`src/rqsi_pkg.sv`:
```
// rqsi_pkg: shared types and codes for the ready queue with sorted insertion
// no dependencies; used by the queue cell, the top level and the bench
package rqsi_pkg;

	localparam int DEFAULT_QUEUE_DEPTH = 16;

	localparam logic [1:0] MODE_FCFS = 2'd0;
	localparam logic [1:0] MODE_PRIO = 2'd1;
	localparam logic [1:0] MODE_SJF  = 2'd2;

	localparam logic FUNC_ENQ = 1'b0;
	localparam logic FUNC_DEQ = 1'b1;

	localparam logic [1:0] ST_DONE  = 2'd0;
	localparam logic [1:0] ST_EMPTY = 2'd1;
	localparam logic [1:0] ST_FULL  = 2'd2;

	localparam int OCC_W = 5;

	typedef struct packed {
		logic [15:0] run_time;
		logic [7:0]  priority_req;
		logic [7:0]  task_id;
	} task_t;

	typedef struct packed {
		logic       enq;
		logic       deq;
		logic [1:0] mode;
	} cell_ctrl_t;

endpackage

```
`src/rqsi_req_if.sv`:
```
// rqsi_req_if: request channel (enqueue or dequeue beat) with valid/ready
// no dependencies
interface rqsi_req_if;
	logic        valid;
	logic        ready;
	logic        func;
	logic [7:0]  task_id;
	logic [7:0]  priority_req;
	logic [15:0] run_time;

	modport source (output valid, func, task_id, priority_req, run_time, input ready);
	modport sink   (input valid, func, task_id, priority_req, run_time, output ready);
endinterface

```
`src/rqsi_rsp_if.sv`:
```
// rqsi_rsp_if: response channel (status, dequeued task, occupancy) with valid/ready
// no dependencies
interface rqsi_rsp_if;
	logic        valid;
	logic        ready;
	logic [1:0]  status;
	logic [7:0]  out_id;
	logic [7:0]  out_priority;
	logic [15:0] out_run_time;
	logic [4:0]  occupancy;

	modport source (output valid, status, out_id, out_priority, out_run_time, occupancy,
		input ready);
	modport sink   (input valid, status, out_id, out_priority, out_run_time, occupancy,
		output ready);
endinterface

```
`src/rqsi_cell.sv`:
```
// rqsi_cell: one slot of the queue; compares its key, shifts left or right
// depends on rqsi_pkg
module rqsi_cell #(
	parameter int IDX   = 0,
	parameter int CNT_W = 5
) (
	input  logic               clk,
	input  rqsi_pkg::cell_ctrl_t ctrl,
	input  logic [CNT_W-1:0]   count,
	input  rqsi_pkg::task_t    new_entry,
	input  rqsi_pkg::task_t    left_entry,
	input  rqsi_pkg::task_t    right_entry,
	input  logic               taken_in,
	output logic               taken_out,
	output rqsi_pkg::task_t    entry
);
	import rqsi_pkg::*;

	localparam logic [CNT_W-1:0] IDX_C = CNT_W'(IDX);

	task_t entry_q;
	logic  occupied;
	logic  key_le;
	logic  hit;

	assign occupied = IDX_C < count;

	always_comb begin
		case (ctrl.mode)
			MODE_PRIO: key_le = new_entry.priority_req <= entry_q.priority_req;
			MODE_SJF:  key_le = new_entry.run_time <= entry_q.run_time;
			default:   key_le = 1'b0;
		endcase
	end

	assign hit       = !occupied || key_le;
	assign taken_out = taken_in || hit;
	assign entry     = entry_q;

	always_ff @(posedge clk) begin
		if (ctrl.deq) begin
			entry_q <= right_entry;
		end else if (ctrl.enq) begin
			if (taken_in) begin
				entry_q <= left_entry;
			end else if (hit) begin
				entry_q <= new_entry;
			end
		end
	end

endmodule

```
`src/ready_queue_sorted_insert.sv`:
```
// ready_queue_sorted_insert: bounded task queue, fcfs / priority / shortest-job insert
// depends on rqsi_pkg, rqsi_req_if, rqsi_rsp_if and rqsi_cell
//
//  channel | dir | beat
//  req     | in  | func, task_id, priority_req, run_time
//  rsp     | out | status, out_id, out_priority, out_run_time, occupancy
//  cfg     | in  | cfg_we, cfg_wdata (queue_mode)
//
// one request per cycle unless rsp stalls; its response is valid in the next cycle
// the cell row inserts or shifts all slots together, position found by a prefix chain
// req.ready is low only while a response waits on a stalled rsp channel
// reset clears the fill count, mode and response valid; slot contents are not reset
module ready_queue_sorted_insert #(
	parameter int QUEUE_DEPTH = rqsi_pkg::DEFAULT_QUEUE_DEPTH
) (
	input  logic       clk,
	input  logic       arst_n,
	rqsi_req_if.sink   req,
	rqsi_rsp_if.source rsp,
	input  logic       cfg_we,
	input  logic [1:0] cfg_wdata
);
	import rqsi_pkg::*;

	localparam int CNT_W = $clog2(QUEUE_DEPTH + 1);
	localparam logic [CNT_W-1:0] DEPTH_C = CNT_W'(QUEUE_DEPTH);

	logic [1:0]       mode_q;
	logic [CNT_W-1:0] count_q;
	logic [CNT_W-1:0] count_nxt;
	logic             rsp_valid_q;
	logic [1:0]       status_q;
	task_t            head_q;
	logic [OCC_W-1:0] occ_q;

	logic       accept;
	logic       is_full;
	logic       is_empty;
	cell_ctrl_t ctrl;
	task_t      new_entry;
	task_t      entries [QUEUE_DEPTH];
	logic       taken [QUEUE_DEPTH+1];
	logic [1:0] status_nxt;

	assign req.ready = !rsp_valid_q || rsp.ready;
	assign accept    = req.valid && req.ready;
	assign is_full   = count_q == DEPTH_C;
	assign is_empty  = count_q == '0;

	assign new_entry = '{run_time: req.run_time, priority_req: req.priority_req,
		task_id: req.task_id};

	assign ctrl.enq  = accept && req.func == FUNC_ENQ && !is_full;
	assign ctrl.deq  = accept && req.func == FUNC_DEQ && !is_empty;
	assign ctrl.mode = mode_q;

	assign taken[0] = 1'b0;

	for (genvar i = 0; i < QUEUE_DEPTH; i++) begin : g_cell
		rqsi_cell #(
			.IDX   (i),
			.CNT_W (CNT_W)
		) u_cell (
			.clk         (clk),
			.ctrl        (ctrl),
			.count       (count_q),
			.new_entry   (new_entry),
			.left_entry  ((i == 0) ? new_entry : entries[(i == 0) ? 0 : i-1]),
			.right_entry ((i == QUEUE_DEPTH-1) ? entries[i]
				: entries[(i == QUEUE_DEPTH-1) ? i : i+1]),
			.taken_in    (taken[i]),
			.taken_out   (taken[i+1]),
			.entry       (entries[i])
		);
	end

	always_comb begin
		count_nxt  = count_q;
		status_nxt = ST_DONE;
		if (ctrl.enq) begin
			count_nxt = count_q + 1'b1;
		end else if (ctrl.deq) begin
			count_nxt = count_q - 1'b1;
		end
		if (req.func == FUNC_DEQ && is_empty) begin
			status_nxt = ST_EMPTY;
		end else if (req.func == FUNC_ENQ && is_full) begin
			status_nxt = ST_FULL;
		end
	end

	always_ff @(posedge clk or negedge arst_n) begin
		if (!arst_n) begin
			mode_q      <= MODE_FCFS;
			count_q     <= '0;
			rsp_valid_q <= 1'b0;
		end else begin
			if (cfg_we) begin
				mode_q <= cfg_wdata;
			end
			if (accept) begin
				count_q     <= count_nxt;
				rsp_valid_q <= 1'b1;
			end else if (rsp.ready) begin
				rsp_valid_q <= 1'b0;
			end
		end
	end

	always_ff @(posedge clk) begin
		if (accept) begin
			status_q <= status_nxt;
			head_q   <= ctrl.deq ? entries[0] : '0;
			occ_q    <= OCC_W'(count_nxt);
		end
	end

	assign rsp.valid        = rsp_valid_q;
	assign rsp.status       = status_q;
	assign rsp.out_id       = head_q.task_id;
	assign rsp.out_priority = head_q.priority_req;
	assign rsp.out_run_time = head_q.run_time;
	assign rsp.occupancy    = occ_q;

	a_count_bound: assert property (@(posedge clk) disable iff (!arst_n)
		count_q <= DEPTH_C)
		else $error("fill count above depth");

	a_count_idle: assert property (@(posedge clk) disable iff (!arst_n)
		!accept |=> $stable(count_q))
		else $error("fill count moved without a request");

	a_rsp_follows: assert property (@(posedge clk) disable iff (!arst_n)
		accept |=> rsp.valid)
		else $error("accepted request produced no response");

	a_stall_blocks: assert property (@(posedge clk) disable iff (!arst_n)
		rsp.valid && !rsp.ready |-> !req.ready)
		else $error("request taken while response stalled");

endmodule

```
`src/flat_wrapper.sv`:
```
// flat-port wrapper written by rule: the top's interface ports become plain ports
module ready_queue_sorted_insert_flat import rqsi_pkg::*;
#(
	parameter int QUEUE_DEPTH = rqsi_pkg::DEFAULT_QUEUE_DEPTH
)
  (clk, arst_n, cfg_we, cfg_wdata, req_valid, req_func, req_task_id, req_priority_req, req_run_time, req_ready, rsp_valid, rsp_status, rsp_out_id, rsp_out_priority, rsp_out_run_time, rsp_occupancy, rsp_ready);
  rqsi_req_if req_i ();
  rqsi_rsp_if rsp_i ();
  input  logic clk;
  input  logic arst_n;
  input  logic cfg_we;
  input  logic [1:0] cfg_wdata;
  input wire logic [$bits(req_i.valid)-1:0] req_valid;
  input wire logic [$bits(req_i.func)-1:0] req_func;
  input wire logic [$bits(req_i.task_id)-1:0] req_task_id;
  input wire logic [$bits(req_i.priority_req)-1:0] req_priority_req;
  input wire logic [$bits(req_i.run_time)-1:0] req_run_time;
  output wire logic [$bits(req_i.ready)-1:0] req_ready;
  output wire logic [$bits(rsp_i.valid)-1:0] rsp_valid;
  output wire logic [$bits(rsp_i.status)-1:0] rsp_status;
  output wire logic [$bits(rsp_i.out_id)-1:0] rsp_out_id;
  output wire logic [$bits(rsp_i.out_priority)-1:0] rsp_out_priority;
  output wire logic [$bits(rsp_i.out_run_time)-1:0] rsp_out_run_time;
  output wire logic [$bits(rsp_i.occupancy)-1:0] rsp_occupancy;
  input wire logic [$bits(rsp_i.ready)-1:0] rsp_ready;
  assign req_i.valid = req_valid;
  assign req_i.func = req_func;
  assign req_i.task_id = req_task_id;
  assign req_i.priority_req = req_priority_req;
  assign req_i.run_time = req_run_time;
  assign req_ready = req_i.ready;
  assign rsp_valid = rsp_i.valid;
  assign rsp_status = rsp_i.status;
  assign rsp_out_id = rsp_i.out_id;
  assign rsp_out_priority = rsp_i.out_priority;
  assign rsp_out_run_time = rsp_i.out_run_time;
  assign rsp_occupancy = rsp_i.occupancy;
  assign rsp_i.ready = rsp_ready;
  ready_queue_sorted_insert #(.QUEUE_DEPTH(QUEUE_DEPTH)) u_core (.clk(clk), .arst_n(arst_n), .req(req_i), .rsp(rsp_i), .cfg_we(cfg_we), .cfg_wdata(cfg_wdata));
endmodule
```
`config.mk`:
```
export PLATFORM = sky130hd
export DESIGN_NAME = ready_queue_sorted_insert_flat
export DESIGN_NICKNAME = d
export VERILOG_FILES = /design/src/rqsi_pkg.sv /design/src/rqsi_req_if.sv /design/src/rqsi_rsp_if.sv /design/src/rqsi_cell.sv /design/src/ready_queue_sorted_insert.sv /design/src/flat_wrapper.sv
export SDC_FILE = /design/constraint.sdc
export NUM_CORES = 2
export LEC_CHECK = 0
export ABC_AREA = 1
export BUFFER_PORTS_ARGS = -buffer_cell sky130_fd_sc_hd__buf_2
export CELL_PAD_IN_SITES_DETAIL_PLACEMENT = 2
export CELL_PAD_IN_SITES_GLOBAL_PLACEMENT = 2
export CORE_ASPECT_RATIO = 0.9
export CORE_MARGIN = 2
export CORE_UTILIZATION = 35
export DETAILED_ROUTE_END_ITERATION = 12
export GPL_TIMING_DRIVEN = 0
export PLACE_DENSITY = 0.79
export SLEW_MARGIN = 20
export SYNTH_ARGS = -nofsm -noshare
export SYNTH_HDL_FRONTEND = slang
export SYNTH_HIERARCHICAL = 1
export SYNTH_SLANG_ARGS = --single-unit
```
`constraint.sdc`:
```
create_clock -name clk -period 8.85 [get_ports clk]
set_input_delay 0 -clock clk [delete_from_list [all_inputs] [get_ports clk]]
set_output_delay 0 -clock clk [all_outputs]
set_load 0.01 [all_outputs]
```
==> flow_results.org <==
** Clocking
- Clock tree synthesis found a total of 559 sinks.
- At the later pin of the worst-skew pair, clock insertion delay measures ~0.64 ns.
- In this run the deepest clock path goes through 3 buffers.
- CTS root buffer :: sky130_fd_sc_hd__clkbuf_16
- Buffers inserted during clock tree synthesis total a little over 70.
- The H-tree was split into 3 levels.
- Clock transition at the registers of the reported paths :: 0.06 ns
- CTS tree :: done

** Die
- Initial Util :: 35.2%
- Chip width :: between 300 and 400 um
- Num ports :: 81
- Total number of placement rows :: between 100 and 150
- Die Outline Area :: approximately 110,000 um^2
- Vertical extent of the die :: approximately 320 um
- Core area :: between 100,000 and 150,000 um^2

** STA
- The final critical path takes up 93.6% of the cycle.
- After layout, the minimum clock period comes to 8.28 ns.
- Highest clock frequency the design can meet :: 121 MHz
- At the pin with the least slew margin, the transition time is 1.12 ns.
- Post-route clock skew :: roughly 0.024 ns
- The final count of hold timing violations came to 0.
- The count of pins over their slew limit is 0.
- RSZ-0062 raised after global routing :: no
- Setup violations remaining at the end of the flow were counted as 0.
- Max-Slew Margin vs Limit :: about a quarter

** Global routing
- Global routing used 23.2% of the available tracks across all layers.
- The first global-routing pass estimated approximately 210 mm of wire.
- Number of global-route vias before repair :: between 30k and 40k
- Global routing finished with a remaining overflow of 0.
- Number of antenna violations at the first check in global routing :: 0
- Maximum number of pins on one net before global-route repair :: 34

** Flow run
- Count of max-cap constraint violations :: 0

** Power
- Lkg Pwr :: ~19 nW
- Power density over cell area :: 234 nW/um^2
- Maximum ir drop on the vdd rail :: roughly 0.13 mV
- Total power after layout :: between 10 and 15 mW

** Worst setup path
- The worst setup path is of the flip-flop to flip-flop kind.
- The largest single stage delay on the critical path is about 0.54 ns.
- Startpoint types :: flip-flop
- Kind of capture point of the worst setup path :: flip-flop
- STA puts the critical path data arrival time at roughly 8.5 ns.
- Of all nets on the critical path, the largest fanout is 32.
- At the worst endpoint, the required time is roughly 9.1 ns.
- Worst-path cell with the longest stage delay :: sky130_fd_sc_hd__inv_2
- The most numerous cell type found on the critical path is sky130_fd_sc_hd__nand3_1.

** Outcome
- The run finished with clean final reports.

** Placement
- Gpl congestion :: about 0.8
- Port buffer count :: 80
- The HPWL after detailed placement is 104 mm.

** Synth
- Area of the mapped netlist :: 39,100 um^2
- The number of nets handed over by synthesis was 5,385.
- Avg Synthesized Cell Area :: slightly below 8 um^2
- Synthesis handed over a netlist of about 4.9k instances.
- For this run, the number of Yosys warnings is 6.

** Cells and area
- Fraction of final layout cells with drive strength greater than 1 :: slightly above 8%
- Relative area change from synthesis to final layout :: 12.5%
- Cells fill about two fifths of the core in the end.
- The final layout contains around 5.6k nets.

** Drt
- Via density :: 5.19
- In the routed design, unresolved DRC markers number 0.
- Total vias in the final route :: approximately 34k
- The routed design has approximately 130 mm of wire.
- The first detailed-routing pass ran for 5 iterations.
- Post-DR wirelength/cell :: 20.1 um
- ANT nets after route :: 0
- For this block, the initial DRC count from the detailed router was ~1.4k.

** Min path
- Hold Path Class :: primary input to flip-flop
per-stage QoR:
| stage | cell area [um^2] | std cells | hold slack [ns] | TNS [ns] | setup slack [ns] |
|---|---|---|---|---|---|
| 2_1_floorplan | 39100 | 4927 | -0.296 | 0 | 0.0457 |
| 3_3_place_gp | 41400 | 6482 | -0.134 | -998.41 | -4.77 |
| 3_5_place_dp | 41400 | 6483 | -0.127 | -981.08 | -4.97 |
| 4_1_cts | 43900 | 6625 | 0.0517 | 0 | 0.00392 |
| 5_1_grt | 44000 | 6625 | 0.112 | 0 | 0.00169 |
| 6_report | 44000 | 6626 | 0.0937 | 0 | 0.566 |
cell usage in the layout (no fill, tap or decap), types with 15 or more instances in the layout:
| cell | n |
|---|---|
| sky130_fd_sc_hd__buf_4 | 26 |
| sky130_fd_sc_hd__nand2_2 | 21 |
| sky130_fd_sc_hd__nand2_1 | 986 |
| sky130_fd_sc_hd__nand3_1 | 86 |
| sky130_fd_sc_hd__clkbuf_1 | 85 |
| sky130_fd_sc_hd__edfxtp_1 | 551 |
| sky130_fd_sc_hd__inv_1 | 584 |
| sky130_fd_sc_hd__inv_2 | 24 |
| sky130_fd_sc_hd__nor2_1 | 678 |
| sky130_fd_sc_hd__nor3_2 | 16 |
| sky130_fd_sc_hd__buf_1 | 31 |
| sky130_fd_sc_hd__nand4_1 | 33 |
| sky130_fd_sc_hd__a21oi_1 | 1169 |
| sky130_fd_sc_hd__o21ai_0 | 34 |
| sky130_fd_sc_hd__or2_2 | 15 |
| sky130_fd_sc_hd__a21o_1 | 17 |
| sky130_fd_sc_hd__buf_2 | 177 |
| sky130_fd_sc_hd__dlygate4sd3_1 | 18 |
| sky130_fd_sc_hd__ha_1 | 418 |
| sky130_fd_sc_hd__nor2_2 | 16 |
| sky130_fd_sc_hd__clkbuf_16 | 72 |
cell type report:
type	instances	area, um^2
Inverter	623	2450
Sequential cell	559	16700
Fill cell	12817	67100
Buffer	213	1010
Multi-Input combinational cell	3518	19000
Clock inverter	33	303
Timing Repair inverter	1	7.51
Timing Repair Buffer	113	726
Antenna cell	1	2.50
Clock buffer	90	1870
Tap cell	1475	1850
what timing repair did:
item                       CTS  global route
pin swaps                    2             1
setup endpoints to repair  416           118
hold buffers                18             0
resized for setup           53            10
setup buffers               12             2
hold endpoints to repair   161             0
gates cloned                 1             0
per-layer routing:
| layer | GRT usage [%] | vias to the layer above | wire length [um] |
|---|---|---|---|
| met1 | 27.5 | 16965 | 57000 |
| met5 | 0 | - | 0 |
| li1 | - | 16795 | - |
| met2 | 43.8 | 409 | 69100 |
| met3 | 2.17 | 200 | 2800 |
| met4 | 7.53 | 0 | 4120 |
power by group:
part	switching, mW	internal (mW)	leakage, nW
clock	1.22	1.62	1.06
sequential	0.535	3.72	5.30
combinational	2.09	1.12	12.8
final timing paths:
check | start | to | slack [ns] | cells after the start
worst max-delay path | u_core/g_cell[0].u_cell/entry[19]$_DFFE_PP_ | u_core/g_cell[14].u_cell/entry[29]$_DFFE_PP_ | 0.57 | 58
worst min-delay path | req_priority_req[0] | u_core/g_cell[3].u_cell/entry[8]$_DFFE_PP_ | 0.09 | 3
worst max register to register | u_core/g_cell[0].u_cell/entry[19]$_DFFE_PP_ | u_core/g_cell[14].u_cell/entry[29]$_DFFE_PP_ | 0.57 | 58
worst min register to register | u_core/g_cell[0].u_cell/entry[2]$_DFFE_PP_ | u_core/rsp.out_id[2]$_SDFFCE_PN0N_ | 0.59 | 2
max in group asynchronous | arst_n | u_core/mode_q[0]$_DFFE_PN0P_ | 7.97 | 3
min in group asynchronous | arst_n | u_core/count_q[2]$_DFFE_PN0N_ | 0.47 | 3
worst max-delay path: cells and delay by family, from the launching register on:
kind                       cells  cell delay, ns
buffers and inverters         30            4.65
and+or+nand+nor               26            2.24
DFF                            1            0.42
adders and majority gates      1            0.25
AOI/OAI and AO/OA              1            0.22
state kept, by name, summed over array words and instances, names as in the netlist:
register,flops
u_core/count_q,5
u_core/g_cell.u_cell/entry,512
u_core/mode_q,2
u_core/rsp.occupancy,5
u_core/rsp.out_id,8
u_core/rsp.out_priority,8
u_core/rsp.out_run_time,16
u_core/rsp.status,2
u_core/rsp.valid,1
Note: power is estimated with default switching activity, not from simulation.
